<file path="config.mk">
export PLATFORM = sky130hd
export DESIGN_NAME = circular_monotone_subsequence
export DESIGN_NICKNAME = d
export VERILOG_FILES = /design/src/cms_pkg.sv /design/src/cms_datapath.sv /design/src/cms_ctrl.sv /design/src/circular_monotone_subsequence.sv
export VERILOG_INCLUDE_DIRS = /design/src /design/src/src
export SDC_FILE = /design/constraint.sdc
export NUM_CORES = 2
export LEC_CHECK = 0
export BUFFER_PORTS_ARGS = -buffer_cell sky130_fd_sc_hd__buf_2
export CAP_MARGIN = 20
export CORE_UTILIZATION = 40
export DETAILED_ROUTE_END_ITERATION = 6
export HOLD_SLACK_MARGIN = 0.06
export SLEW_MARGIN = 25
export SYNTH_ARGS = -nofsm -noshare
export SYNTH_HDL_FRONTEND = slang
export SYNTH_HIERARCHICAL = 1
export SYNTH_SLANG_ARGS = --single-unit
export TNS_END_PERCENT = 20
</file>
<file path="constraint.sdc">
create_clock -name clock -period 8.7 [get_ports clock]
set_input_delay 0.435 -clock clock [delete_from_list [all_inputs] [get_ports clock]]
set_output_delay 0.435 -clock clock [all_outputs]
set_load 0.03 [all_outputs]
</file>
<file path="src/circular_monotone_subsequence_assert.svh">
// assertion macros for the circular monotone subsequence block
// expects signals named clock and reset in the scope of each use
`ifndef CIRCULAR_MONOTONE_SUBSEQUENCE_ASSERT_SVH
`define CIRCULAR_MONOTONE_SUBSEQUENCE_ASSERT_SVH

// consequent checked in the same cycle as the antecedent
`define CMS_ASSERT_SAME(label, ante, cons) \
   label: assert property (@(posedge clock) disable iff (reset) (ante) |-> (cons)) \
      else $error("cms: same-cycle check failed");

// consequent checked in the cycle after the antecedent
`define CMS_ASSERT_NEXT(label, ante, cons) \
   label: assert property (@(posedge clock) disable iff (reset) (ante) |=> (cons)) \
      else $error("cms: next-cycle check failed");

`endif

</file>
<file path="src/cms_pkg.sv">
// shared types and constants of the circular monotone subsequence block
// used by cms_ctrl, cms_datapath and the top level; no dependencies
package cms_pkg;

   localparam int ELEM_W = 32;
   localparam int RUN_W  = 7;

   // address source for the table reads
   typedef enum logic [1:0] {
      ADDR_I,
      ADDR_J,
      ADDR_P
   } addr_src_type;

   // commands from the controller to the datapath
   typedef struct packed {
      logic         store;
      logic         cnt_clr;
      logic         i_init;
      logic         i_dec;
      logic         rd_en;
      addr_src_type rd_src;
      logic         row_init;
      logic         j_eval;
      logic         row_wr;
      logic         best_init;
      logic         best_eval;
      logic         walk_init;
      logic         walk_step;
   } cmd_type;

   // status from the datapath to the controller
   typedef struct packed {
      logic close;
      logic row_end;
      logic j_last;
      logic brk;
      logic i_zero;
      logic p_last;
      logic last_out;
   } sts_type;

endpackage

</file>
<file path="src/cms_datapath.sv">
// datapath: value store, chain tables, scan registers and result registers
// depends on cms_pkg and the assertion macro header
`include "circular_monotone_subsequence_assert.svh"

module cms_datapath
   import cms_pkg::*;
#(
   parameter int MAX_ELEMENTS = 32
) (
   input  logic                     clock,
   input  logic                     reset,
   input  cmd_type                  cmd,
   output sts_type                  sts,
   input  logic signed [ELEM_W-1:0] req_value,
   input  logic                     req_last_item,
   input  logic                     csr_valid,
   input  logic                     csr_data,
   output logic signed [ELEM_W-1:0] rsp_element,
   output logic [RUN_W-1:0]         rsp_run_length,
   output logic                     rsp_final_element
);

   localparam int VAL_AW = $clog2(MAX_ELEMENTS);
   localparam int POS_W  = $clog2(2 * MAX_ELEMENTS);
   localparam int CNT_W  = $clog2(MAX_ELEMENTS + 1);
   localparam int TOT_W  = POS_W + 1;
   localparam int TAB_D  = 2 * MAX_ELEMENTS;

   // memories
   logic signed [ELEM_W-1:0] val_mem  [MAX_ELEMENTS];
   logic [RUN_W-1:0]         len_mem  [TAB_D];
   logic [POS_W-1:0]         succ_mem [TAB_D];
   logic [POS_W-1:0]         tail_mem [TAB_D];

   // control registers
   logic [CNT_W-1:0] cnt_ff;
   logic             dir_ff;

   // payload registers
   logic signed [ELEM_W-1:0] val_rd_ff;
   logic [RUN_W-1:0]         len_rd_ff;
   logic [POS_W-1:0]         succ_rd_ff;
   logic [POS_W-1:0]         tail_rd_ff;
   logic signed [ELEM_W-1:0] vi_ff;
   logic [POS_W-1:0]         i_ff;
   logic [POS_W-1:0]         j_ff;
   logic [POS_W-1:0]         p_ff;
   logic [RUN_W-1:0]         cur_len_ff;
   logic [POS_W-1:0]         cur_succ_ff;
   logic [POS_W-1:0]         cur_tail_ff;
   logic [POS_W-1:0]         best_ff;
   logic [RUN_W-1:0]         best_len_ff;
   logic [RUN_W-1:0]         rem_ff;

   logic [TOT_W-1:0]  n_ext;
   logic [TOT_W-1:0]  nm1;
   logic [TOT_W-1:0]  total;
   logic [POS_W-1:0]  rd_addr;
   logic [TOT_W-1:0]  rd_ext;
   logic [TOT_W-1:0]  wrap_k;
   logic [VAL_AW-1:0] val_addr;
   logic              better;
   logic              upd;

   // array size and doubled length
   assign n_ext = TOT_W'(cnt_ff);
   assign nm1   = n_ext - TOT_W'(1);
   assign total = n_ext << 1;

   // read address select
   always_comb begin
      unique case (cmd.rd_src)
         ADDR_I:  rd_addr = i_ff;
         ADDR_J:  rd_addr = j_ff;
         ADDR_P:  rd_addr = p_ff;
         default: rd_addr = p_ff;
      endcase
   end

   // doubled position folded back onto the stored array
   assign rd_ext   = TOT_W'(rd_addr);
   assign wrap_k   = (rd_ext < n_ext) ? rd_ext : (rd_ext - n_ext);
   assign val_addr = wrap_k[VAL_AW-1:0];

   // candidate test for the scan step
   assign better = dir_ff ? (val_rd_ff < vi_ff) : (val_rd_ff > vi_ff);
   assign upd    = !sts.brk && better && ((len_rd_ff + RUN_W'(1)) > cur_len_ff);

   // status
   assign sts.close    = req_last_item || (cnt_ff == CNT_W'(MAX_ELEMENTS - 1));
   assign sts.row_end  = (TOT_W'(i_ff) + TOT_W'(1)) >= total;
   assign sts.j_last   = (TOT_W'(j_ff) + TOT_W'(1)) >= total;
   assign sts.brk      = (TOT_W'(tail_rd_ff) - TOT_W'(i_ff)) >= nm1;
   assign sts.i_zero   = (i_ff == '0);
   assign sts.p_last   = (TOT_W'(p_ff) + TOT_W'(1)) >= total;
   assign sts.last_out = (rem_ff == RUN_W'(1));

   // result fields
   assign rsp_element       = val_rd_ff;
   assign rsp_run_length    = best_len_ff;
   assign rsp_final_element = sts.last_out;

   // element count and direction register
   always_ff @(posedge clock) begin
      if (reset) begin
         cnt_ff <= '0;
         dir_ff <= 1'b0;
      end else begin
         if (cmd.cnt_clr) begin
            cnt_ff <= '0;
         end else if (cmd.store) begin
            cnt_ff <= cnt_ff + CNT_W'(1);
         end
         if (csr_valid) begin
            dir_ff <= csr_data;
         end
      end
   end

   // value store
   always_ff @(posedge clock) begin
      if (cmd.store) begin
         val_mem[cnt_ff[VAL_AW-1:0]] <= req_value;
      end
      if (cmd.rd_en) begin
         val_rd_ff <= val_mem[val_addr];
      end
   end

   // chain tables, written once per position
   always_ff @(posedge clock) begin
      if (cmd.row_wr) begin
         len_mem[i_ff]  <= cur_len_ff;
         succ_mem[i_ff] <= cur_succ_ff;
         tail_mem[i_ff] <= cur_tail_ff;
      end
      if (cmd.rd_en) begin
         len_rd_ff  <= len_mem[rd_addr];
         succ_rd_ff <= succ_mem[rd_addr];
         tail_rd_ff <= tail_mem[rd_addr];
      end
   end

   // position counter and running best of the current row
   always_ff @(posedge clock) begin
      if (cmd.i_init) begin
         i_ff <= POS_W'(total - TOT_W'(1));
      end else if (cmd.i_dec) begin
         i_ff <= i_ff - POS_W'(1);
      end
      if (cmd.row_init) begin
         vi_ff       <= val_rd_ff;
         cur_len_ff  <= RUN_W'(1);
         cur_succ_ff <= i_ff;
         cur_tail_ff <= i_ff;
         j_ff        <= POS_W'(TOT_W'(i_ff) + TOT_W'(1));
      end else if (cmd.j_eval) begin
         if (upd) begin
            cur_len_ff  <= len_rd_ff + RUN_W'(1);
            cur_succ_ff <= j_ff;
            cur_tail_ff <= tail_rd_ff;
         end
         j_ff <= POS_W'(TOT_W'(j_ff) + TOT_W'(1));
      end
   end

   // best search and chain walk
   always_ff @(posedge clock) begin
      if (cmd.best_init) begin
         p_ff        <= '0;
         best_ff     <= '0;
         best_len_ff <= '0;
      end else if (cmd.best_eval) begin
         if (len_rd_ff > best_len_ff) begin
            best_ff     <= p_ff;
            best_len_ff <= len_rd_ff;
         end
         p_ff <= POS_W'(TOT_W'(p_ff) + TOT_W'(1));
      end else if (cmd.walk_init) begin
         p_ff   <= best_ff;
         rem_ff <= best_len_ff;
      end else if (cmd.walk_step) begin
         p_ff   <= succ_rd_ff;
         rem_ff <= rem_ff - RUN_W'(1);
      end
   end

   // checks
   `CMS_ASSERT_SAME(a_scan_after_row, cmd.rd_en && (cmd.rd_src == ADDR_J), j_ff > i_ff)
   `CMS_ASSERT_SAME(a_walk_not_empty, cmd.walk_step, rem_ff != '0)
   `CMS_ASSERT_NEXT(a_best_found, cmd.best_eval, best_len_ff != '0)

endmodule

</file>
<file path="src/cms_ctrl.sv">
// controller: sequences loading, the chain program, best search and output
// depends on cms_pkg and the assertion macro header
`include "circular_monotone_subsequence_assert.svh"

module cms_ctrl
   import cms_pkg::*;
(
   input  logic    clock,
   input  logic    reset,
   input  logic    req_valid,
   output logic    req_stall,
   output logic    rsp_valid,
   input  logic    rsp_stall,
   input  sts_type sts,
   output cmd_type cmd
);

   typedef enum logic [3:0] {
      ST_LOAD,
      ST_DP_INIT,
      ST_ROW_RD,
      ST_ROW_INIT,
      ST_SCAN_RD,
      ST_SCAN_EVAL,
      ST_ROW_WR,
      ST_BEST_RD,
      ST_BEST_EVAL,
      ST_WALK_INIT,
      ST_WALK_RD,
      ST_WALK_OUT
   } state_type;

   state_type state_ff;
   state_type state_in;
   logic      req_stall_ff;
   logic      rsp_valid_ff;

   assign req_stall = req_stall_ff;
   assign rsp_valid = rsp_valid_ff;

   // next state and commands
   always_comb begin
      state_in = state_ff;
      cmd      = '0;
      cmd.rd_src = ADDR_P;
      unique case (state_ff)
         ST_LOAD: begin
            if (req_valid) begin
               cmd.store = 1'b1;
               if (sts.close) begin
                  state_in = ST_DP_INIT;
               end
            end
         end
         ST_DP_INIT: begin
            cmd.i_init = 1'b1;
            state_in   = ST_ROW_RD;
         end
         ST_ROW_RD: begin
            cmd.rd_en  = 1'b1;
            cmd.rd_src = ADDR_I;
            state_in   = ST_ROW_INIT;
         end
         ST_ROW_INIT: begin
            cmd.row_init = 1'b1;
            state_in     = sts.row_end ? ST_ROW_WR : ST_SCAN_RD;
         end
         ST_SCAN_RD: begin
            cmd.rd_en  = 1'b1;
            cmd.rd_src = ADDR_J;
            state_in   = ST_SCAN_EVAL;
         end
         ST_SCAN_EVAL: begin
            cmd.j_eval = 1'b1;
            state_in   = (sts.brk || sts.j_last) ? ST_ROW_WR : ST_SCAN_RD;
         end
         ST_ROW_WR: begin
            cmd.row_wr = 1'b1;
            if (sts.i_zero) begin
               cmd.best_init = 1'b1;
               state_in      = ST_BEST_RD;
            end else begin
               cmd.i_dec = 1'b1;
               state_in  = ST_ROW_RD;
            end
         end
         ST_BEST_RD: begin
            cmd.rd_en  = 1'b1;
            cmd.rd_src = ADDR_P;
            state_in   = ST_BEST_EVAL;
         end
         ST_BEST_EVAL: begin
            cmd.best_eval = 1'b1;
            state_in      = sts.p_last ? ST_WALK_INIT : ST_BEST_RD;
         end
         ST_WALK_INIT: begin
            cmd.walk_init = 1'b1;
            state_in      = ST_WALK_RD;
         end
         ST_WALK_RD: begin
            cmd.rd_en  = 1'b1;
            cmd.rd_src = ADDR_P;
            state_in   = ST_WALK_OUT;
         end
         ST_WALK_OUT: begin
            if (!rsp_stall) begin
               cmd.walk_step = 1'b1;
               if (sts.last_out) begin
                  cmd.cnt_clr = 1'b1;
                  state_in    = ST_LOAD;
               end else begin
                  state_in = ST_WALK_RD;
               end
            end
         end
         default: begin
            state_in = ST_LOAD;
         end
      endcase
   end

   // state and registered handshake outputs
   always_ff @(posedge clock) begin
      if (reset) begin
         state_ff     <= ST_LOAD;
         req_stall_ff <= 1'b0;
         rsp_valid_ff <= 1'b0;
      end else begin
         state_ff     <= state_in;
         req_stall_ff <= (state_in != ST_LOAD);
         rsp_valid_ff <= (state_in == ST_WALK_OUT);
      end
   end

   // checks
   `CMS_ASSERT_SAME(a_out_blocks_in, rsp_valid_ff, req_stall_ff)
   `CMS_ASSERT_NEXT(a_close_stalls, !req_stall_ff && req_valid && sts.close, req_stall_ff)
   `CMS_ASSERT_NEXT(a_reopen, rsp_valid_ff && !rsp_stall && sts.last_out, !req_stall_ff)

endmodule

</file>
<file path="src/circular_monotone_subsequence.sv">
// top level of the circular monotone subsequence block
// depends on cms_pkg, cms_ctrl and cms_datapath
//
//  channel  ports                                      direction
//  req      req_valid req_stall req_value req_last_item  in
//  rsp      rsp_valid rsp_stall rsp_element            out
//           rsp_run_length rsp_final_element
//  csr      csr_valid csr_ready csr_data               in
//
// loading takes one cycle per request; the request that closes the array
// starts the chain program, which runs 2n rows of read, init, scan and write,
// the scan reading and evaluating at most n-1 positions up to the wrap stop;
// the best search reads all 2n positions; each result then waits out stalls
// requests are stalled from the closing request until the last result goes
// reset is synchronous; it clears the count, direction and control state

module circular_monotone_subsequence
   import cms_pkg::*;
#(
   parameter int MAX_ELEMENTS = 32
) (
   input  logic                     clock,
   input  logic                     reset,
   input  logic                     req_valid,
   output logic                     req_stall,
   input  logic signed [ELEM_W-1:0] req_value,
   input  logic                     req_last_item,
   output logic                     rsp_valid,
   input  logic                     rsp_stall,
   output logic signed [ELEM_W-1:0] rsp_element,
   output logic [RUN_W-1:0]         rsp_run_length,
   output logic                     rsp_final_element,
   input  logic                     csr_valid,
   output logic                     csr_ready,
   input  logic                     csr_data
);

   cmd_type cmd;
   sts_type sts;

   // direction register is always writable
   assign csr_ready = 1'b1;

   // sequencer
   cms_ctrl u_ctrl (
      .clock     (clock),
      .reset     (reset),
      .req_valid (req_valid),
      .req_stall (req_stall),
      .rsp_valid (rsp_valid),
      .rsp_stall (rsp_stall),
      .sts       (sts),
      .cmd       (cmd)
   );

   // storage and arithmetic
   cms_datapath #(
      .MAX_ELEMENTS (MAX_ELEMENTS)
   ) u_datapath (
      .clock             (clock),
      .reset             (reset),
      .cmd               (cmd),
      .sts               (sts),
      .req_value         (req_value),
      .req_last_item     (req_last_item),
      .csr_valid         (csr_valid),
      .csr_data          (csr_data),
      .rsp_element       (rsp_element),
      .rsp_run_length    (rsp_run_length),
      .rsp_final_element (rsp_final_element)
   );

endmodule
</file>
==> metrics.cfg <==
[cts]
numCtsBuffers=234
clock_latency_ns=0.91
cts_max_level=4
clkTransAtPathRegs_ns=0.06
cts.sink_count=2393
cts_max_path_buffers=3
ctsRootBufferMaster=clkbuf_16
cts_tree=done
cts_resized=0
hold_buffers=34
cts_setup_buffers=0

[logic_synthesis]
synth.distinct_cells=78
synth_nets=5735
synthArstFlopShare_pct=0
seq_area_frac_synth_pct=75.2
yosys_register_bits=2393
yosys_warnings=6
synth_edf_count=2354
syn_inst=5599
syn_area_mm2=0.0951
avgSynthCellArea_um2=17.0
synth_ff_type=edfxtp_1

[critical_path]
rr_startpoint=u_ctrl/state_ff[2]
reg2reg_depth=15
critPathLaunch=u_ctrl/state_ff[2]
end_kind=register
worst-endpoint-required_ns=9.33
rrSetupSlack_ns=1.94
critPathArrivalTime_ns=7.39
critPathLaunchType=register
critical_path_class=reg2reg
crit_fanout=207
r2r-end=u_datapath/rsp_element[19]
crit_end=u_datapath/rsp_element[19]

[detailed_routing]
vias=53700
post_drt_wl_per_cell_um=28.3
highest_layer=met5
ant_nets=0
vias_per_cell=5.88
wl_met3_mm=24.2
wl_met1_mm=107
finalWirelength_mm=258
drc_errors=1
wl_met2_mm=120
drtPass1Iterations=7
first_iter_violations=6065

[grt]
grt_usage_pct=21.3
antenna_found_initial=15
grt_max_degree=208
grt_pass1_wl_mm=370
grt-ovfl-total=0
grt_pass1_vias=52000

[pwr]
swShare_pct=41.0
intPower_mw=25.1
comb_power_share_pct=43.7
power_switching_mw=17.5
pwr-share-seq_pct=33.3
clockPowerShare_pct=23.0
power_density_mw_per_mm2=395
power.leakage_nw=34.6
peakVddDrop_mv=0.791

[timing]
fin_setup_tns_ns=0
worstMarginPinSlew_ns=1.15
hold_viol=0
fin_skew_ns=0.102
min_period_ns=6.76
max_slew_margin_pct=22.9
fin_crit_sh_pct=77.7
rsz0062_at_grt=false
setup_viol=0
drv_slew=0
max_freq_mhz=148

[final_layout]
drive_gt1_share_pct=17.7
final_area_mm2=0.108
fillers=20000
multi_input_area_mm2=0.0222
seq_area_mm2=0.0715
areaGrowthSynthToFinish_pct=13.3
final_nets=5907

[die]
fp.coreArea_mm2=0.236
fp.dieH_um=490
pin_count=82
fp-row-count=178
die_w_um=490
die-area_mm2=0.240
start_util_pct=40.3

[run]
maxCapViolations=0

[placement]
hpwl_mm=138
dpl_cell_area_mm2=0.0999
gp_congestion=0.827
io_buffers=80

[worst_hold_path]
hold_path_class=in2reg
min_path_cells=1

[run_status]
outcome=finished, violations left
failed_checks=DRC

## metal layers
metal	vias to the layer above	global-route usage, %
met5	-	0
met1	28200	29.9
met3	396	4.79
li1	22700	-
met4	10	6.28
met2	2374	33.2
## how the worst min path moves through the flow
stage,startpoint,to,slack [ns]
2_1_floorplan,u_datapath/best_ff[1],u_datapath/best_ff[1],0.46
3_3_place_gp,u_datapath/best_ff[3],u_datapath/best_ff[3],0.48
3_5_place_dp,u_datapath/best_ff[4],u_datapath/best_ff[4],0.49
4_1_cts,req_value[22],u_datapath/val_mem[7][22],0.06
5_1_grt,req_value[20],u_datapath/val_mem[6][20],0.09
6_report,req_value[20],u_datapath/val_mem[6][20],0.11
## critical path: stages (launching register included)
cell       delay (ns)
dfxtp_1          0.68
nand2_1          0.25
nor3_1           0.86
mux2i_1          0.27
o21a_1           0.29
inv_1            0.21
ha_1             0.39
nor2b_1          0.17
o2111ai_1        0.53
a21o_4           0.60
nand2_4          0.50
buf_12           0.43
nand3_1          0.38
o221ai_1         0.18
nor4_1           0.37
nor3_1           0.11
## cell families after synthesis
family,after synthesis,share of synthesized area (%)
flip-flops,2393,75.2
AND/OR/NAND/NOR,1206,5.74
AO/OA/AOI/OAI,1055,7.58
buffers and inverters,452,2.08
multiplexers,355,7.78
adder cells (fa/ha/maj),97,1.29
XOR/XNOR,40,0.368
other,1,0.00394
## power by group through the flow
stage / registers [mW] / logic [mW] / clock network, mW
5_1_grt: 14.2 / 19.9 / 10.4
6_report: 14.2 / 18.6 / 9.81
2_1_floorplan: 14.5 / 12.1 / 0
3_3_place_gp: 14.4 / 18.1 / 0
3_5_place_dp: 14.4 / 18.4 / 0
4_1_cts: 14.2 / 18.5 / 9.97
## stage by stage
stage | utilization [%] | power, mW | std cells | setup WS [ns] | hold slack, ns
after detailed placement | 42.4 | 32.8 | 8649 | 2.00 | 0.488
after global routing | 45.7 | 44.5 | 9121 | 1.55 | 0.0943
final | 45.7 | 42.6 | 9123 | 1.94 | 0.114
after global placement | 42.3 | 32.6 | 8647 | 2.13 | 0.475
after CTS | 45.7 | 42.6 | 9118 | 2.00 | 0.0608
after floorplan | - | 26.5 | 5599 | 3.75 | 0.461
## cells in the final DEF (no fill, tap or decap), types with 8 or more instances in the layout
cell              n
a22oi_1         180
nor3_1           20
dlygate4sd3_1    34
buf_12           15
o211ai_1         12
nor2_4           42
buf_4           158
xnor2_1          30
clkbuf_1         63
a21oi_1         172
nor2_1           82
nand4_1          14
dfxtp_1          32
clkinv_1         60
mux4_2          304
mux2i_1          42
edfxtp_1       2354
clkbuf_16       235
nand3_1          96
o21ai_0          49
a211oi_2         26
a211oi_1        276
bufinv_16        15
nand2_1         596
a2111oi_0         8
a31oi_1         204
o22ai_1          59
inv_1            96
xor2_1           10
clkinv_2         34
nor2b_1           9
nand2b_1         14
ha_1             95
clkinvlp_4       11
and3_1          222
buf_2            80
a21o_1           12
nor2_2           64
clkinv_16         9
## flip-flops by register name, summed over array words and instances, names as in the netlist, 7 cells and up
signal,cells
u_datapath/rsp_run_length,7
u_datapath/cur_len_ff,7
u_datapath/rem_ff,7
u_datapath/tail_mem,384
u_datapath/len_mem,448
u_datapath/succ_mem,384
u_datapath/vi_ff,32
u_datapath/rsp_element,32
u_datapath/len_rd_ff,7
u_datapath/val_mem,1024
## cell usage after synthesis, types with 8 or more instances
library cell,instances,area (µm²)
edfxtp_1,2354,70700
nand2_1,600,2250
mux4_2,304,6850
a211oi_1,277,2080
and3_1,222,1390
a31oi_1,204,1280
nor2_1,186,698
a22oi_1,180,1350
a21oi_1,174,871
clkbuf_1,167,627
buf_2,143,716
inv_1,96,360
nand3_1,96,480
ha_1,95,1190
o22ai_1,59,369
o21ai_0,51,255
mux2i_1,42,420
dfxtp_1,39,781
xnor2_1,30,263
a211oi_2,25,313
nor3_1,25,125
buf_1,23,86.3
buf_4,16,120
nand2b_1,14,87.6
nand4_1,14,87.6
a21o_1,13,97.6
o211ai_1,12,90.1
xor2_1,10,87.6
nor2b_1,9,56.3
a2111oi_0,8,70.1
## layout make-up
type / count / area share (%)
sequential: 2393 / 66.3
multi-input combinational: 2754 / 20.6
clock buffer: 300 / 5.70
tap: 3150 / 3.66
timing repair buffer: 290 / 2.12
clock inverter: 135 / 1.20
inverter: 98 / 0.341
antenna: 3 / 0.00697
Note: power is estimated with default switching activity, not from simulation.
